`src/sv/utp_pkg.sv`:
```
package utp_pkg;

    // one input word: a raw text byte and its end-of-text mark
    typedef struct packed {
        logic [7:0] text_byte;
        logic       final_byte;
    } text_word_t;

    // one result word: a page start, or the end-of-text summary
    typedef struct packed {
        logic [15:0] page_offset;
        logic [15:0] page_number;
        logic        is_summary;
        logic        run_end;
    } page_word_t;

    // outcome of decoding the character that starts at the scan pointer
    typedef struct packed {
        logic            place;      // a character (or replacement) is laid out
        logic            hold;       // unfinished sequence kept for the next byte
        logic            done;       // no bytes left after this step
        logic [20:0]     cp;
        logic [2:0]      next_i;
        logic [2:0]      after_rel;  // end offset of the character, relative to base
        logic [1:0]      hold_cnt;
        logic [2:0][7:0] tail;       // bytes from the scan pointer on
    } dec_t;

    // register indexes on the configuration port
    localparam logic [0:0] REG_UNITS_PER_ROW = 1'b0;
    localparam logic [0:0] REG_ROWS_PER_PAGE = 1'b1;

    localparam logic [7:0] UNITS_PER_ROW_RST = 8'd32;
    localparam logic [7:0] ROWS_PER_PAGE_RST = 8'd8;

    // utf-8 lead and continuation patterns
    localparam logic [7:0] LEAD2_MASK = 8'hE0;
    localparam logic [7:0] LEAD2_CODE = 8'hC0;
    localparam logic [7:0] LEAD3_MASK = 8'hF0;
    localparam logic [7:0] LEAD3_CODE = 8'hE0;
    localparam logic [7:0] LEAD4_MASK = 8'hF8;
    localparam logic [7:0] LEAD4_CODE = 8'hF0;
    localparam logic [7:0] CONT_MASK  = 8'hC0;
    localparam logic [7:0] CONT_CODE  = 8'h80;

    localparam logic [20:0] CP_REPL      = 21'h00FFFD;
    localparam logic [20:0] CP_NEWLINE   = 21'h00000A;
    localparam logic [20:0] CP_ASCII_END = 21'h000080;
    localparam logic [20:0] CP_HALF_LO   = 21'h00FF61;
    localparam logic [20:0] CP_HALF_HI   = 21'h00FF9F;

    // ascii and halfwidth katakana take one unit
    function automatic logic is_half(input logic [20:0] cp);
        return (cp < CP_ASCII_END) || ((cp >= CP_HALF_LO) && (cp <= CP_HALF_HI));
    endfunction

    // punctuation that must not open a row
    function automatic logic is_no_start(input logic [20:0] cp);
        logic hit;
        case (cp) inside
            21'h003001, 21'h003002, 21'h00FF0C, 21'h00FF0E, 21'h00FF01,
            21'h00FF1F, 21'h00FF1A, 21'h00FF1B, 21'h00FF09, 21'h00300D,
            21'h00300F, 21'h003011, 21'h00300B, 21'h003009, 21'h002026,
            21'h002015, 21'h002014, 21'h0030FB, 21'h00FF5D, 21'h003015:
                hit = 1'b1;
            default:
                hit = 1'b0;
        endcase
        return hit;
    endfunction

endpackage

```
`src/sv/utp_decode.sv`:
```
module utp_decode
    import utp_pkg::*;
(
    input  logic [3:0][7:0] s,
    input  logic [1:0]      pos,
    input  logic [2:0]      count,
    input  logic            fin,
    output dec_t            dec
);

    logic [3:0][2:0] widx;
    logic [3:0][7:0] w;
    logic [2:0]      avail;
    logic [2:0]      need;
    logic [2:0]      adv;
    logic            ascii;
    logic            lead2;
    logic            lead3;
    logic            lead4;
    logic            multi;
    logic            short_seq;
    logic            c1;
    logic            c2;
    logic            c3;
    logic            cont_ok;
    logic [20:0]     cp_ok;

    // window of bytes from the lead on, zero past the buffer
    always_comb
    begin
        for (int k = 0; k < 4; k++)
        begin
            widx[k] = {1'b0, pos} + 3'(k);
            w[k]    = widx[k][2] ? 8'h00 : s[widx[k][1:0]];
        end
    end

    assign avail = count - {1'b0, pos};
    assign ascii = ~w[0][7];
    assign lead2 = (w[0] & LEAD2_MASK) == LEAD2_CODE;
    assign lead3 = (w[0] & LEAD3_MASK) == LEAD3_CODE;
    assign lead4 = (w[0] & LEAD4_MASK) == LEAD4_CODE;
    assign multi = lead2 | lead3 | lead4;
    assign need  = lead2 ? 3'd2 : (lead3 ? 3'd3 : (lead4 ? 3'd4 : 3'd1));
    assign short_seq = multi && (need > avail);

    assign c1 = (w[1] & CONT_MASK) == CONT_CODE;
    assign c2 = (w[2] & CONT_MASK) == CONT_CODE;
    assign c3 = (w[3] & CONT_MASK) == CONT_CODE;
    assign cont_ok = c1 && ((need < 3'd3) || c2) && ((need < 3'd4) || c3);

    always_comb
    begin
        if (lead2)
            cp_ok = {10'd0, w[0][4:0], w[1][5:0]};
        else if (lead3)
            cp_ok = {5'd0, w[0][3:0], w[1][5:0], w[2][5:0]};
        else
            cp_ok = {w[0][2:0], w[1][5:0], w[2][5:0], w[3][5:0]};
    end

    always_comb
    begin
        dec          = '0;
        dec.tail     = w[2:0];
        dec.hold_cnt = avail[1:0];
        adv          = 3'd1;
        if (short_seq)
        begin
            // cut off: one replacement at end of text, else keep the bytes
            dec.done   = 1'b1;
            dec.next_i = count;
            if (fin)
            begin
                dec.place     = 1'b1;
                dec.cp        = CP_REPL;
                dec.after_rel = count;
            end
            else
                dec.hold = 1'b1;
        end
        else
        begin
            dec.place = 1'b1;
            if (ascii)
                dec.cp = {13'd0, w[0]};
            else if (multi && cont_ok)
            begin
                dec.cp = cp_ok;
                adv    = need;
            end
            else
                dec.cp = CP_REPL;
            dec.next_i    = {1'b0, pos} + adv;
            dec.after_rel = dec.next_i;
            dec.done      = (dec.next_i == count);
        end
    end

endmodule

```
`src/sv/utf8_text_paginator.sv`:
```
// channel   direction  word          handshake
// text      in         text_word_t   text_valid / text_stall
// page      out        page_word_t   page_valid / page_stall
// config    in         8-bit data    cfg_wr_en / cfg_index
//
// one byte per cycle while text_stall is low; the scanner lays out one character
// per cycle unless page_stall backs up, so a malformed sequence that replays held
// bytes stalls text for each extra character, a page-opening last byte for the summary
// a word waits in the pending register until the next one (or the end of its
// byte) settles run_end, then moves to the output register
// rst_n clears the text state, the counters and the registers to 32 units and 8 rows
// page_stall backs up through the pending register into text_stall
module utf8_text_paginator
    import utp_pkg::*;
#(
    parameter int OFFSET_BITS = 16
)
(
    input  logic       clk,
    input  logic       rst_n,
    input  logic       text_valid,
    output logic       text_stall,
    input  text_word_t text_word,
    output logic       page_valid,
    input  logic       page_stall,
    output page_word_t page_word,
    input  logic       cfg_wr_en,
    input  logic [0:0] cfg_index,
    input  logic [7:0] cfg_data
);

    localparam int OB = OFFSET_BITS;

    function automatic logic [OB-1:0] sat_off(input logic [OB:0] v);
        return v[OB] ? {OB{1'b1}} : v[OB-1:0];
    endfunction

    // configuration
    logic [7:0] upr_reg;
    logic [7:0] rpp_reg;

    // input register
    logic       iv_reg;
    text_word_t in_reg;

    // scanner: byte buffer of the current step and its pointer
    logic            act_reg, act_next;
    logic            sum_reg, sum_next;
    logic [3:0][7:0] s_reg, s_next;
    logic [2:0]      n_reg, n_next;
    logic [1:0]      i_reg, i_next;
    logic [OB-1:0]   base_reg, base_next;
    logic            fin_reg, fin_next;
    logic [OB-1:0]   len_reg, len_next;

    // text state
    logic [2:0][7:0] held_reg, held_next;
    logic [1:0]      hc_reg, hc_next;
    logic [OB-1:0]   seq_start_reg, seq_start_next;
    logic [OB-1:0]   pos_reg, pos_next;
    logic [7:0]      ru_reg, ru_next;
    logic [7:0]      ri_reg, ri_next;
    logic [15:0]     pt_reg, pt_next;

    // result side
    logic       pend_v_reg;
    logic       pend_last_reg;
    page_word_t pend_reg;
    logic       out_v_reg;
    page_word_t out_reg;

    // step source
    logic [3:0][7:0] src_s;
    logic [2:0]      src_n;
    logic [1:0]      src_i;
    logic [OB-1:0]   src_base;
    logic            src_fin;
    logic [OB-1:0]   src_len;
    logic [OB-1:0]   pos_sat;
    dec_t            dec;

    // layout
    logic [7:0]    width_eff;
    logic [7:0]    rows_eff;
    logic [1:0]    units;
    logic [OB-1:0] before_off;
    logic [OB-1:0] after_off;
    logic [OB-1:0] brk_off;
    logic          brk;
    logic [7:0]    ru_place;
    logic [7:0]    ri_inc;
    logic [7:0]    ri_place;
    logic [15:0]   pt_place;
    logic          gen_page;

    // flow control
    logic       out_free;
    logic       scan_go;
    logic       step;
    logic       take;
    logic       gen_valid;
    page_word_t gen_word;
    logic       byte_done;
    logic       push;
    logic       run_end_push;

    assign out_free   = !out_v_reg || !page_stall;
    assign scan_go    = !pend_v_reg || out_free;
    assign step       = scan_go && (act_reg || iv_reg);
    assign take       = step && !act_reg;
    assign text_stall = iv_reg && !take;

    assign page_valid = out_v_reg;
    assign page_word  = out_reg;

    // a fresh byte is appended behind the held bytes of an open sequence
    assign pos_sat = sat_off({1'b0, pos_reg} + {{OB{1'b0}}, 1'b1});

    always_comb
    begin
        if (act_reg)
        begin
            src_s    = s_reg;
            src_n    = n_reg;
            src_i    = i_reg;
            src_base = base_reg;
            src_fin  = fin_reg;
            src_len  = len_reg;
        end
        else
        begin
            src_s[0] = (hc_reg == 2'd0) ? in_reg.text_byte : held_reg[0];
            src_s[1] = (hc_reg == 2'd1) ? in_reg.text_byte :
                       ((hc_reg > 2'd1) ? held_reg[1] : 8'h00);
            src_s[2] = (hc_reg == 2'd2) ? in_reg.text_byte :
                       ((hc_reg > 2'd2) ? held_reg[2] : 8'h00);
            src_s[3] = (hc_reg == 2'd3) ? in_reg.text_byte : 8'h00;
            src_n    = {1'b0, hc_reg} + 3'd1;
            src_i    = 2'd0;
            src_base = (hc_reg != 2'd0) ? seq_start_reg : pos_reg;
            src_fin  = in_reg.final_byte;
            src_len  = pos_sat;
        end
    end

    utp_decode u_decode (
        .s     (src_s),
        .pos   (src_i),
        .count (src_n),
        .fin   (src_fin),
        .dec   (dec)
    );

    // greedy wrap of one character
    assign width_eff  = (upr_reg < 8'd2) ? 8'd2 : upr_reg;
    assign rows_eff   = (rpp_reg == 8'd0) ? 8'd1 : rpp_reg;
    assign units      = is_half(dec.cp) ? 2'd1 : 2'd2;
    assign before_off = sat_off({1'b0, src_base} + (OB+1)'(src_i));
    assign after_off  = sat_off({1'b0, src_base} + (OB+1)'(dec.after_rel));
    assign ri_inc     = ri_reg + 8'd1;

    always_comb
    begin
        brk      = 1'b0;
        brk_off  = after_off;
        ru_place = ru_reg + 8'(units);
        if (dec.cp == CP_NEWLINE)
        begin
            brk      = 1'b1;
            ru_place = 8'd0;
        end
        else if ((({1'b0, ru_reg} + 9'(units)) > {1'b0, width_eff}) && (ru_reg != 8'd0))
        begin
            brk = 1'b1;
            if (is_no_start(dec.cp))
                ru_place = 8'd0;            // hangs on this row, break after it
            else
            begin
                ru_place = 8'(units);       // moves down, break before it
                brk_off  = before_off;
            end
        end

        ri_place = ri_reg;
        pt_place = pt_reg;
        gen_page = 1'b0;
        if (brk)
        begin
            if (ri_inc >= rows_eff)
            begin
                ri_place = 8'd0;
                pt_place = (pt_reg != 16'hFFFF) ? pt_reg + 16'd1 : pt_reg;
                gen_page = 1'b1;
            end
            else
                ri_place = ri_inc;
        end
    end

    // sequencer: one character or the summary per step
    always_comb
    begin
        act_next       = act_reg;
        sum_next       = sum_reg;
        s_next         = s_reg;
        n_next         = n_reg;
        i_next         = i_reg;
        base_next      = base_reg;
        fin_next       = fin_reg;
        len_next       = len_reg;
        held_next      = held_reg;
        hc_next        = hc_reg;
        seq_start_next = seq_start_reg;
        pos_next       = pos_reg;
        ru_next        = ru_reg;
        ri_next        = ri_reg;
        pt_next        = pt_reg;
        gen_valid      = 1'b0;
        gen_word       = '0;
        byte_done      = 1'b0;

        if (step)
        begin
            s_next    = src_s;
            n_next    = src_n;
            base_next = src_base;
            fin_next  = src_fin;
            len_next  = src_len;
            i_next    = dec.next_i[1:0];
            if (take)
            begin
                hc_next  = 2'd0;
                pos_next = src_fin ? '0 : pos_sat;
            end

            if (act_reg && sum_reg)
            begin
                // summary after a last character that opened a page
                gen_valid  = 1'b1;
                gen_word   = '{page_offset: 16'(len_reg), page_number: pt_reg,
                               is_summary: 1'b1, run_end: 1'b0};
                byte_done  = 1'b1;
                act_next   = 1'b0;
                sum_next   = 1'b0;
                ru_next    = 8'd0;
                ri_next    = 8'd0;
                pt_next    = 16'd1;
                pos_next   = '0;
            end
            else
            begin
                sum_next = 1'b0;
                if (dec.hold)
                begin
                    held_next      = dec.tail;
                    hc_next        = dec.hold_cnt;
                    seq_start_next = before_off;
                end
                if (dec.place)
                begin
                    ru_next = ru_place;
                    ri_next = ri_place;
                    pt_next = pt_place;
                    if (gen_page)
                    begin
                        gen_valid = 1'b1;
                        gen_word  = '{page_offset: 16'(brk_off), page_number: pt_place,
                                      is_summary: 1'b0, run_end: 1'b0};
                    end
                end
                if (!dec.done)
                    act_next = 1'b1;
                else if (!src_fin)
                begin
                    act_next  = 1'b0;
                    byte_done = 1'b1;
                end
                else if (gen_page)
                begin
                    act_next = 1'b1;
                    sum_next = 1'b1;
                end
                else
                begin
                    // no page word this step, so the summary goes out at once
                    gen_valid  = 1'b1;
                    gen_word   = '{page_offset: 16'(src_len), page_number: pt_reg,
                                   is_summary: 1'b1, run_end: 1'b0};
                    byte_done  = 1'b1;
                    act_next   = 1'b0;
                    ru_next    = 8'd0;
                    ri_next    = 8'd0;
                    pt_next    = 16'd1;
                    pos_next   = '0;
                    hc_next    = 2'd0;
                end
            end
        end
    end

    // pending word leaves once its successor or the end of its byte is known
    assign push = pend_v_reg && out_free &&
                  (pend_last_reg || (step && (gen_valid || byte_done)));
    assign run_end_push = pend_last_reg || !(step && gen_valid);

    always_ff @(posedge clk or negedge rst_n)
    begin
        if (!rst_n)
        begin
            upr_reg       <= UNITS_PER_ROW_RST;
            rpp_reg       <= ROWS_PER_PAGE_RST;
            iv_reg        <= 1'b0;
            act_reg       <= 1'b0;
            sum_reg       <= 1'b0;
            hc_reg        <= 2'd0;
            seq_start_reg <= '0;
            pos_reg       <= '0;
            ru_reg        <= 8'd0;
            ri_reg        <= 8'd0;
            pt_reg        <= 16'd1;
            pend_v_reg    <= 1'b0;
            pend_last_reg <= 1'b0;
            out_v_reg     <= 1'b0;
        end
        else
        begin
            if (cfg_wr_en)
            begin
                unique case (cfg_index)
                    REG_UNITS_PER_ROW: upr_reg <= cfg_data;
                    REG_ROWS_PER_PAGE: rpp_reg <= cfg_data;
                    default: ;
                endcase
            end

            if (text_valid && !text_stall)
                iv_reg <= 1'b1;
            else if (take)
                iv_reg <= 1'b0;

            act_reg       <= act_next;
            sum_reg       <= sum_next;
            hc_reg        <= hc_next;
            seq_start_reg <= seq_start_next;
            pos_reg       <= pos_next;
            ru_reg        <= ru_next;
            ri_reg        <= ri_next;
            pt_reg        <= pt_next;

            if (step && gen_valid)
            begin
                pend_v_reg    <= 1'b1;
                pend_last_reg <= byte_done;
            end
            else if (push)
                pend_v_reg <= 1'b0;

            if (push)
                out_v_reg <= 1'b1;
            else if (!page_stall)
                out_v_reg <= 1'b0;
        end
    end

    // payload registers
    always_ff @(posedge clk)
    begin
        if (text_valid && !text_stall)
            in_reg <= text_word;
        s_reg    <= s_next;
        n_reg    <= n_next;
        i_reg    <= i_next;
        base_reg <= base_next;
        fin_reg  <= fin_next;
        len_reg  <= len_next;
        held_reg <= held_next;
        if (step && gen_valid)
            pend_reg <= gen_word;
        if (push)
            out_reg <= '{page_offset: pend_reg.page_offset,
                         page_number: pend_reg.page_number,
                         is_summary:  pend_reg.is_summary,
                         run_end:     run_end_push};
    end

    // the summary always closes the run of its byte
    a_summary_ends_run: assert property (@(posedge clk) disable iff (!rst_n)
        page_valid && page_word.is_summary |-> page_word.run_end)
        else $error("summary word without run_end");

    // bytes are held only once a byte's scan has finished
    a_no_hold_while_scanning: assert property (@(posedge clk) disable iff (!rst_n)
        act_reg |-> hc_reg == 2'd0)
        else $error("held bytes during a replay");

    // replay pointer stays inside the buffer
    a_pointer_in_buffer: assert property (@(posedge clk) disable iff (!rst_n)
        act_reg && !sum_reg |-> {1'b0, i_reg} < n_reg)
        else $error("scan pointer past buffer end");

    // an open pending word means its byte is still being scanned
    a_pending_open: assert property (@(posedge clk) disable iff (!rst_n)
        pend_v_reg && !pend_last_reg |-> act_reg)
        else $error("pending word left without a closing step");

    a_page_count_nonzero: assert property (@(posedge clk) disable iff (!rst_n)
        pt_reg != 16'd0)
        else $error("page count reached zero");

endmodule

```
`config.mk`:
```
export PLATFORM = sky130hd
export DESIGN_NAME = utf8_text_paginator
export DESIGN_NICKNAME = d
export VERILOG_FILES = /design/src/sv/utp_pkg.sv /design/src/sv/utp_decode.sv /design/src/sv/utf8_text_paginator.sv
export SDC_FILE = /design/constraint.sdc
export NUM_CORES = 1
export LEC_CHECK = 0
export ABC_AREA = 1
export BUFFER_PORTS_ARGS = -buffer_cell sky130_fd_sc_hd__buf_4
export CAP_MARGIN = 5
export CORE_UTILIZATION = 53
export CTS_BUF_LIST = sky130_fd_sc_hd__clkbuf_8
export DETAILED_ROUTE_END_ITERATION = 16
export GPL_ROUTABILITY_DRIVEN = 0
export PLACE_DENSITY = 0.7
export SLEW_MARGIN = 20
export SYNTH_ARGS = -nofsm -noshare
export SYNTH_HDL_FRONTEND = slang
export SYNTH_SLANG_ARGS = --single-unit
```
`constraint.sdc`:
```
create_clock -name clk -period 9.1 [get_ports clk]
set_clock_uncertainty 0.2 [all_clocks]
set_input_delay 0.455 -clock clk [delete_from_list [all_inputs] [get_ports clk]]
set_output_delay 0.455 -clock clk [all_outputs]
set_load 0.1 [all_outputs]
```
==> PnR_summary.wiki, run 1 <==
{| class="wikitable"
! Metric !! Value
|-
| Mapped Area || 16,500 um^2
|-
| Critical path's largest stage delay || 0.58 ns
|-
| Pin slew with the least headroom to its limit || 1.01 ns
|-
| Clock slew seen by the registers of the worst setup and hold paths || 0.06 ns
|-
| Number of nets produced by synthesis || 2,139
|-
| Combined global-route utilization of all metal layers || 0.293
|-
| Per-cell routed wire length || 17.9 um
|-
| DIE HEIGHT || 178 um
|-
| First-pass GRT wire length || 73,400 um
|-
| Tmin final || 8.58 ns
|-
| Number of antenna repair diodes || 0
|-
| Slew Limit Fails || 0
|-
| Area of all placed cells without fillers || 18,400 um^2
|-
| Number of port buffers || 58
|-
| Minimum setup slack in the final design || 0.522 ns
|-
| Sink count of the clock tree || 258
|-
| Routed via count || 14,900
|-
| # IOs || 59
|-
| DR vias/cell || 5.81
|-
| Share of post-route cells with drive strength above 1 || 0.110
|-
| Simple-gate share of the synthesized area || 0.261
|-
| Sequential area share after synthesis || 0.443
|-
| CTS Root Cell || sky130_fd_sc_hd__clkbuf_8
|-
| Clock H-tree levels || 2
|-
| DP Worst Slack || 0.393 ns
|-
| Startpoint type of the worst setup path || flop
|-
| Most frequent standard cell in the layout excluding fill and tap cells || sky130_fd_sc_hd__nand2_1
|-
| Detailed placement HPWL || 31,500 um
|-
| DRT Wirelength || 46,100 um
|-
| Synthesized area divided by synthesized cell count || 7.95 um^2
|-
| Mux contribution to synthesized area || 0.000607
|-
| Status || finished clean
|-
| Final Net Count || 2,203
|-
| Grt ovf || 0
|-
| Initial core utilization || 0.539
|-
| Arrival time worst endpoint || 8.63 ns
|-
| Synthesized instance count || 2,074
|-
| Number of register bits inferred by synthesis || 258
|-
| Startpoint-to-endpoint class of the critical path || flop to flop
|-
| Violation count after the first detailed-route iteration || 1,612
|-
| Synthesized-area fraction occupied by xor and xnor cells || 0.0276
|-
| Most used DFF post-synth || sky130_fd_sc_hd__edfxtp_1
|-
| Share of synthesized registers carrying an async set or reset || 0.341
|-
| Peak clock frequency supported by timing || 117 MHz
|-
| Max FFs per register || 34
|-
| Most frequent cells in the layout || sky130_fd_sc_hd__nand2_1, sky130_fd_sc_hd__inv_1, sky130_fd_sc_hd__nand3_1
|-
| Number of global-route vias before repair || 14,100
|-
| Final hold viol count || 0
|-
| CTS tree || built
|-
| Largest buffer count on any clock path || 3
|-
| Synthesis Warnings || 0
|-
| Largest net degree at the start of global routing || 86
|-
| Nature of the critical path endpoint || flop
|-
| Chip width || 178 um
|-
| Final setup violation count || 0
|-
| Largest family of logic cells by synthesized area || simple AND/OR/NAND/NOR gates
|-
| Detailed-routing iteration count for the pre-antenna-repair pass || 6
|-
| Synth cell types || 60
|-
| Count of unresolved DRC violations after routing || 0
|-
| Initial antenna violation count || 0
|-
| Max Fanout on Critical Path || 24
|-
| Remaining max-slew budget at the tightest pin || 0.325
|-
| Adder-Cell Fraction of Synth Area || 0.0341
|-
| ANT nets after route || 0
|-
| Number of max-cap violations || 0
|-
| Standard-cell row count || 64
|-
| Cts bufs inserted || 45
|-
| Synthesized-area fraction occupied by ao, oa, aoi and oai cells || 0.142
|-
| Die area || 31,800 um^2
|-
| Clock latency on the worst-skew pair || 0.58 ns
|-
| Final cycle utilization of the critical path || 0.943
|-
| Post-Place Cell Area || 17,200 um^2
|-
| Area of the core || 30,600 um^2
|-
| Area growth, synth to finish || 11.6%
|-
| Slowest stage cell on the critical path || sky130_fd_sc_hd__ha_1
|-
| Fill cell count || 2,804
|-
| Required time reported for the critical path endpoint || 9.15 ns
|-
| EDFF count, synth || 170
|-
| Most used cell along the critical path || sky130_fd_sc_hd__nand2_1
|-
| Class of the tightest hold or removal check || input port to flop
|}
Yosys cell counts, types with 23 or more instances:
library cell,count,area [um^2]
sky130_fd_sc_hd__o22ai_1,23,144
sky130_fd_sc_hd__dfrtp_1,85,2130
sky130_fd_sc_hd__edfxtp_1,170,5100
sky130_fd_sc_hd__nor3_1,24,120
sky130_fd_sc_hd__inv_1,259,972
sky130_fd_sc_hd__xor2_1,47,412
sky130_fd_sc_hd__clkbuf_1,41,154
sky130_fd_sc_hd__nor2_1,145,544
sky130_fd_sc_hd__o211ai_1,30,225
sky130_fd_sc_hd__nand3_1,198,991
sky130_fd_sc_hd__nand2_1,508,1910
sky130_fd_sc_hd__ha_1,37,463
sky130_fd_sc_hd__o21ai_0,168,841
sky130_fd_sc_hd__buf_2,29,145
sky130_fd_sc_hd__a21oi_1,98,490
cell type report:
cell class	instances	area, um^2	share of cell area
timing repair buffer	108	878	0.0477
tap	396	495	0.0269
clock buffer	55	757	0.0411
sequential	258	7310	0.397
clock inverter	28	199	0.0108
inverter	272	1040	0.0564
multi-input combinational	1453	7720	0.420
path summary, 6_finish.rpt:
| path | cells after the start | to | from | slack [ns] |
|---|---|---|---|---|
| worst min-delay path | 3 | page_valid$_DFFE_PN0P_ | page_stall | 0.07 |
| min in group asynchronous | 2 | pt_reg[6]$_DFFE_PN0P_ | rst_n | 0.26 |
| worst max-delay path | 40 | page_word[6]$_DFFE_PP_ | act_reg$_DFFE_PN0P_ | 0.52 |
| worst max register to register | 40 | page_word[6]$_DFFE_PP_ | act_reg$_DFFE_PN0P_ | 0.52 |
| max in group asynchronous | 3 | pos_reg[11]$_DFFE_PN0P_ | rst_n | 7.29 |
| worst min register to register | 0 | page_word[7]$_DFFE_PP_ | pend_reg[7]$_SDFFCE_PN0P_ | 0.22 |
routing by layer:
metal / track usage / up-vias / wire length (um)
met5: 0 / - / 0
met1: 0.398 / 7015 / 20000
li1: - / 7092 / -
met2: 0.463 / 685 / 21100
met4: 0.132 / 0 / 1940
met3: 0.0437 / 147 / 3110
metrics by stage:
| step | std cells | utilization | setup TNS (ns) | hold slack, ns |
|---|---|---|---|---|
| 4_1_cts | 2566 | 0.599 | 0 | 0.0621 |
| 3_5_place_dp | 2464 | 0.561 | 0 | 0.205 |
| 6_report | 2570 | 0.602 | 0 | 0.0744 |
| 3_3_place_gp | 2464 | 0.561 | 0 | 0.202 |
| 2_1_floorplan | 2074 | - | 0 | -0.0406 |
| 5_1_grt | 2570 | 0.602 | -2.02 | 0.0698 |
kinds of logic (layout without fill, tap and decap cells):
| logic type | Yosys count | count (layout) |
|---|---|---|
| and+or+nand+nor | 965 | 965 |
| AOI/OAI and AO/OA | 393 | 393 |
| buffers and inverters | 363 | 463 |
| DFF | 258 | 258 |
| xor gates and xnor gates | 52 | 52 |
| adders and majority gates | 42 | 42 |
| muxes | 1 | 1 |
what timing repair did:
item / 4_1_cts / 5_1_grt
resized for setup: 0 / 11
hold buffers: 19 / 0
setup endpoints to repair: 0 / 76
buffers inserted: 0 / 4
endpoints found under the hold margin: 59 / 0
worst max-delay path, delay by kind of cell, from the launching register on:
kind / cells / cell delay [ns]
xor+xnor: 1 / 0.21
compound gates: 6 / 0.86
fa+ha+maj: 3 / 1.19
buf+inv: 7 / 1.89
flops: 1 / 0.48
simple gates: 23 / 3.36
Power of run 1 is left out: the tool's default activity adds up to more than one toggle a clock period on the data nets, which glitch-free logic cannot reach.
==> run 2: changes to the inputs <==
--- a/config.mk
+++ b/config.mk
@@ -12,7 +12,7 @@
 export CTS_BUF_LIST = sky130_fd_sc_hd__clkbuf_8
 export DETAILED_ROUTE_END_ITERATION = 16
 export GPL_ROUTABILITY_DRIVEN = 0
-export PLACE_DENSITY = 0.7
+export PLACE_DENSITY_LB_ADDON = 0.15
 export SLEW_MARGIN = 20
 export SYNTH_ARGS = -nofsm -noshare
 export SYNTH_HDL_FRONTEND = slang
==> PnR_summary.wiki, run 2 (synthesized netlist as in run 1, its figures left out) <==
{| class="wikitable"
! Metric !! Value
|-
| Status || finished clean
|-
| Most frequent standard cell in the layout excluding fill and tap cells || sky130_fd_sc_hd__nand2_1
|-
| Detailed placement HPWL || 31,900 um
|-
| Arrival time worst endpoint || 8.50 ns
|-
| Nature of the critical path endpoint || flop
|-
| Sink count of the clock tree || 258
|-
| Area of the core || 30,600 um^2
|-
| RSZ-0062 raised after global routing || false
|-
| Most frequent cells in the layout || sky130_fd_sc_hd__nand2_1, sky130_fd_sc_hd__inv_1, sky130_fd_sc_hd__nand3_1
|-
| Post-Place Cell Area || 17,100 um^2
|-
| Clock slew seen by the registers of the worst setup and hold paths || 0.06 ns
|-
| Detailed-routing iteration count for the pre-antenna-repair pass || 6
|-
| Initial core utilization || 0.539
|-
| ANT nets after route || 0
|-
| Number of max-cap violations || 0
|-
| Worst reg2reg path startpoint || hc_reg[1]$_DFFE_PN0P_
|-
| Clock H-tree levels || 2
|-
| Pin slew with the least headroom to its limit || 1.09 ns
|-
| # IOs || 59
|-
| Peak clock frequency supported by timing || 118 MHz
|-
| Standard-cell row count || 64
|-
| Area growth, synth to finish || 11.1%
|-
| Largest buffer count on any clock path || 3
|-
| Initial antenna violation count || 0
|-
| Met3 usage in global routing || 0.0362
|-
| DIE HEIGHT || 178 um
|-
| Met1 capacity usage during global routing || 0.410
|-
| Final Net Count || 2,204
|-
| Max FFs per register || 34
|-
| Share of post-route cells with drive strength above 1 || 0.107
|-
| Worst hold path cell count || 3
|-
| Count of unresolved DRC violations after routing || 0
|-
| Cts bufs inserted || 45
|-
| Number of global-route vias before repair || 13,800
|-
| Slew Limit Fails || 0
|-
| Grt ovf || 0
|-
| Busiest layer in global routing || met2
|-
| Per-cell routed wire length || 18.1 um
|-
| Clock latency on the worst-skew pair || 0.57 ns
|-
| Critical path's largest stage delay || 0.44 ns
|-
| Post-route insts no fill || 2,569
|-
| Die area || 31,800 um^2
|-
| Startpoint-to-endpoint class of the critical path || flop to flop
|-
| Class of the tightest hold or removal check || input port to flop
|-
| Fin Setup TNS || 0 ns
|-
| First-pass GRT wire length || 73,400 um
|-
| CTS Root Cell || sky130_fd_sc_hd__clkbuf_8
|-
| Chip width || 178 um
|-
| Most used cell along the critical path || sky130_fd_sc_hd__nand2_1
|-
| Number of antenna repair diodes || 0
|-
| CTS tree || built
|-
| Required time reported for the critical path endpoint || 9.15 ns
|-
| Start point of the worst hold path || page_stall
|-
| DR vias/cell || 5.80
|-
| Violation count after the first detailed-route iteration || 1,637
|-
| Remaining max-slew budget at the tightest pin || 0.273
|-
| Final cycle utilization of the critical path || 0.929
|-
| Startpoint type of the worst setup path || flop
|-
| Combined global-route utilization of all metal layers || 0.294
|-
| Final hold viol count || 0
|-
| Cell count after placement || 2,460
|-
| Slowest stage cell on the critical path || sky130_fd_sc_hd__dfrtp_1
|-
| DRT Wirelength || 46,400 um
|-
| Largest net degree at the start of global routing || 90
|-
| Number of port buffers || 58
|-
| Final setup violation count || 0
|-
| Reg2reg path depth || 45
|-
| Setup slack of the worst register-to-register path || 0.65 ns
|-
| Met2 Use GR || 0.461
|-
| Routed via count || 14,900
|-
| Hold EP || page_valid$_DFFE_PN0P_
|-
| Max Fanout on Critical Path || 25
|-
| Area of all placed cells without fillers || 18,300 um^2
|-
| Worst flop-to-flop path endpoint || page_word[10]$_DFFE_PP_
|-
| Tmin final || 8.45 ns
|}
## run 2: critical path: cells and delay by family, from the launching register on
family / cells / cell delay (ns)
DFF: 1 / 0.44
xor gates and xnor gates: 2 / 0.39
and+or+nand+nor: 22 / 3.02
AOI/OAI and AO/OA: 8 / 1.44
adders and majority gates: 5 / 1.68
buffers and inverters: 8 / 0.93
## run 2: worst max path at each step
stage	slack, ns	cells after the start	endpoint	from
global placement	0.85	47	page_word[1]$_DFFE_PP_	hc_reg[0]$_DFFE_PN0P_
floorplan	1.24	46	page_word[0]$_DFFE_PP_	act_reg$_DFFE_PN0P_
global route	0.00005	50	page_word[22]$_DFFE_PP_	hc_reg[1]$_DFFE_PN0P_
finish	0.65	45	page_word[10]$_DFFE_PP_	hc_reg[1]$_DFFE_PN0P_
detailed placement	0.40	45	page_word[5]$_DFFE_PP_	i_reg[0]$_DFFE_PP_
CTS	0.36	45	page_word[13]$_DFFE_PP_	i_reg[0]$_DFFE_PP_
## run 2: final cells by class
| cell class | instances | area, um^2 |
|---|---|---|
| Multi-Input combinational cell | 1454 | 7730 |
| Tap cell | 396 | 495 |
| Timing Repair Buffer | 108 | 891 |
| Inverter | 272 | 1030 |
| Clock buffer | 51 | 702 |
| Clock inverter | 30 | 155 |
| Sequential cell | 258 | 7310 |
| Fill cell | 2781 | 12300 |
## run 2: layer usage
layer	vias to the layer above	part of all wire
li1	7081	-
met1	7028	0.44
met4	0	0.042
met2	660	0.45
met3	138	0.068
met5	-	0
## run 2: what timing repair did
item,in CTS,in global routing
buffers inserted,0,8
setup endpoints to repair,0,123
hold endpoints to repair,37,0
hold buffers,19,0
resized for setup,0,15
## run 2: through the flow
stage               worst slack [ns]  hold WS [ns]   util
finish                         0.646        0.0444  0.599
global route               0.0000480        0.0243  0.599
CTS                            0.358        0.0218  0.595
detailed placement             0.403         0.120  0.560
global placement               0.845         0.114  0.560
floorplan                       1.24       -0.0406      -
Power of run 2 is left out for the same reason.
==> run 3: changes to the inputs <==
--- a/config.mk
+++ b/config.mk
@@ -11,9 +11,9 @@
 export CORE_UTILIZATION = 53
 export CTS_BUF_LIST = sky130_fd_sc_hd__clkbuf_8
 export DETAILED_ROUTE_END_ITERATION = 16
-export GPL_ROUTABILITY_DRIVEN = 0
 export PLACE_DENSITY_LB_ADDON = 0.15
 export SLEW_MARGIN = 20
 export SYNTH_ARGS = -nofsm -noshare
 export SYNTH_HDL_FRONTEND = slang
+export SYNTH_HIERARCHICAL = 1
 export SYNTH_SLANG_ARGS = --single-unit
==> PnR_summary.wiki, run 3 <==
{| class="wikitable"
! Metric !! Value
|-
| Status || finished clean
|-
| Die area || 30,900 um^2
|-
| Initial antenna violation count || 0
|-
| Most frequent standard cell in the layout excluding fill and tap cells || sky130_fd_sc_hd__nand2_1
|-
| Final cycle utilization of the critical path || 0.910
|-
| Startpoint type of the worst setup path || flop
|-
| Final Net Count || 2,091
|-
| Arrival time worst endpoint || 8.49 ns
|-
| # Post-CTS Setup Buffers || 0
|-
| Mapped Area || 16,000 um^2
|-
| Largest net degree at the start of global routing || 97
|-
| Fin Setup TNS || 0 ns
|-
| Pin slew with the least headroom to its limit || 1.00 ns
|-
| Startpoint-to-endpoint class of the critical path || flop to flop
|-
| Routability-driven placement congestion ratio || 0.891
|-
| Number of global-route vias before repair || 13,300
|-
| Area growth, synth to finish || 11.9%
|-
| Nature of the critical path endpoint || flop
|-
| Worst flop-to-flop path endpoint || pt_reg[1]$_DFFE_PN0P_
|-
| Standard-cell row count || 63
|-
| Area of the core || 29,600 um^2
|-
| Post-route insts no fill || 2,451
|-
| Count of unresolved DRC violations after routing || 0
|-
| Slew Limit Fails || 0
|-
| Peak clock frequency supported by timing || 121 MHz
|-
| Clock H-tree levels || 2
|-
| Critical path's largest stage delay || 0.44 ns
|-
| Number of max-cap violations || 0
|-
| Reg2reg path depth || 50
|-
| Cts bufs inserted || 45
|-
| First-pass GRT wire length || 68,500 um
|-
| Synthesized area divided by synthesized cell count || 8.14 um^2
|-
| ANT nets after route || 0
|-
| Largest buffer count on any clock path || 3
|-
| Max Fanout on Critical Path || 24
|-
| Most frequent cells in the layout || sky130_fd_sc_hd__nand2_1, sky130_fd_sc_hd__inv_1, sky130_fd_sc_hd__edfxtp_1
|-
| Routed via count || 14,000
|-
| DIE HEIGHT || 176 um
|-
| Worst reg2reg path startpoint || hc_reg[0]$_DFFE_PN0P_
|-
| Per-cell routed wire length || 17.3 um
|-
| Synthesis Warnings || 6
|-
| # IOs || 59
|-
| Setup slack of the worst register-to-register path || 0.82 ns
|-
| Grt ovf || 0
|-
| Final hold viol count || 0
|-
| Sink count of the clock tree || 258
|-
| Slowest stage cell on the critical path || sky130_fd_sc_hd__fa_1
|-
| Clock latency on the worst-skew pair || 0.58 ns
|-
| Final setup violation count || 0
|-
| Class of the tightest hold or removal check || input port to asynchronous set/reset pin
|-
| Max FFs per register || 34
|-
| Clock slew seen by the registers of the worst setup and hold paths || 0.06 ns
|-
| Cell count after placement || 2,348
|-
| Detailed-routing iteration count for the pre-antenna-repair pass || 5
|-
| Required time reported for the critical path endpoint || 9.31 ns
|-
| DR vias/cell || 5.70
|-
| Chip width || 176 um
|-
| Fill cell count || 2,724
|-
| Number of port buffers || 58
|-
| Violation count after the first detailed-route iteration || 1,114
|-
| DP Worst Slack || 0.203 ns
|-
| Initial core utilization || 0.539
|-
| Minimum hold slack || 0.187 ns
|-
| Remaining max-slew budget at the tightest pin || 0.329
|-
| CTS tree || built
|-
| DRT Wirelength || 42,500 um
|-
| Most used cell along the critical path || sky130_fd_sc_hd__nand2_1
|-
| CTS Root Cell || sky130_fd_sc_hd__clkbuf_8
|-
| RSZ-0062 raised after global routing || false
|-
| Synthesized instance count || 1,964
|-
| Detailed placement HPWL || 29,300 um
|-
| Tmin final || 8.28 ns
|-
| Number of nets produced by synthesis || 2,030
|-
| Combined global-route utilization of all metal layers || 0.278
|-
| Minimum setup slack in the final design || 0.818 ns
|-
| Share of post-route cells with drive strength above 1 || 0.121
|-
| Number of antenna repair diodes || 0
|}
==> run 3: metal layers <==
| metal | track usage | wire, um |
|---|---|---|
| met1 | 0.367 | 18300 |
| met3 | 0.0323 | 2410 |
| met5 | 0 | 0 |
| met2 | 0.465 | 20100 |
| met4 | 0.119 | 1610 |
==> run 3: stage by stage <==
stage	cell area, um^2	util
after floorplan	16000	-
after global placement	16700	0.562
after detailed placement	16700	0.562
after CTS	17800	0.602
after global routing	17900	0.603
final	17900	0.603
==> run 3: critical path: cells and delay by family, from the launching register on <==
kind	cells	cell delay (ns)
fa+ha+maj	4	1.37
xor+xnor	1	0.20
buf+inv	8	1.32
flops	1	0.42
compound gates	12	1.66
simple gates	25	2.94
==> run 3: repair_timing <==
item                                    in CTS  in global routing
endpoints found under the setup margin       0                153
hold buffers                                20                  0
gates resized for setup                      0                 17
endpoints found under the hold margin       56                  0
==> run 3: cell type report <==
cell class / count / area, um^2 / area share
Sequential cell: 258 / 7310 / 0.409
Multi-Input combinational cell: 1378 / 7370 / 0.412
Clock inverter: 31 / 251 / 0.0141
Clock buffer: 52 / 716 / 0.0400
Tap cell: 390 / 488 / 0.0273
Timing Repair Buffer: 104 / 838 / 0.0469
Inverter: 238 / 911 / 0.0509
==> run 3: how the worst max path moves through the flow <==
stage                     depth (start not counted)                  start                      end
after floorplan                                  52    act_reg$_DFFE_PN0P_   page_word[0]$_DFFE_PP_
after global placement                           49  hc_reg[1]$_DFFE_PN0P_  page_word[11]$_DFFE_PP_
after detailed placement                         49  hc_reg[0]$_DFFE_PN0P_   page_word[1]$_DFFE_PP_
after CTS                                        49  hc_reg[0]$_DFFE_PN0P_  page_word[32]$_DFFE_PP_
after global routing                             50  hc_reg[0]$_DFFE_PN0P_  page_word[26]$_DFFE_PP_
final                                            50  hc_reg[0]$_DFFE_PN0P_    pt_reg[1]$_DFFE_PN0P_
Power of run 3 is left out for the same reason.
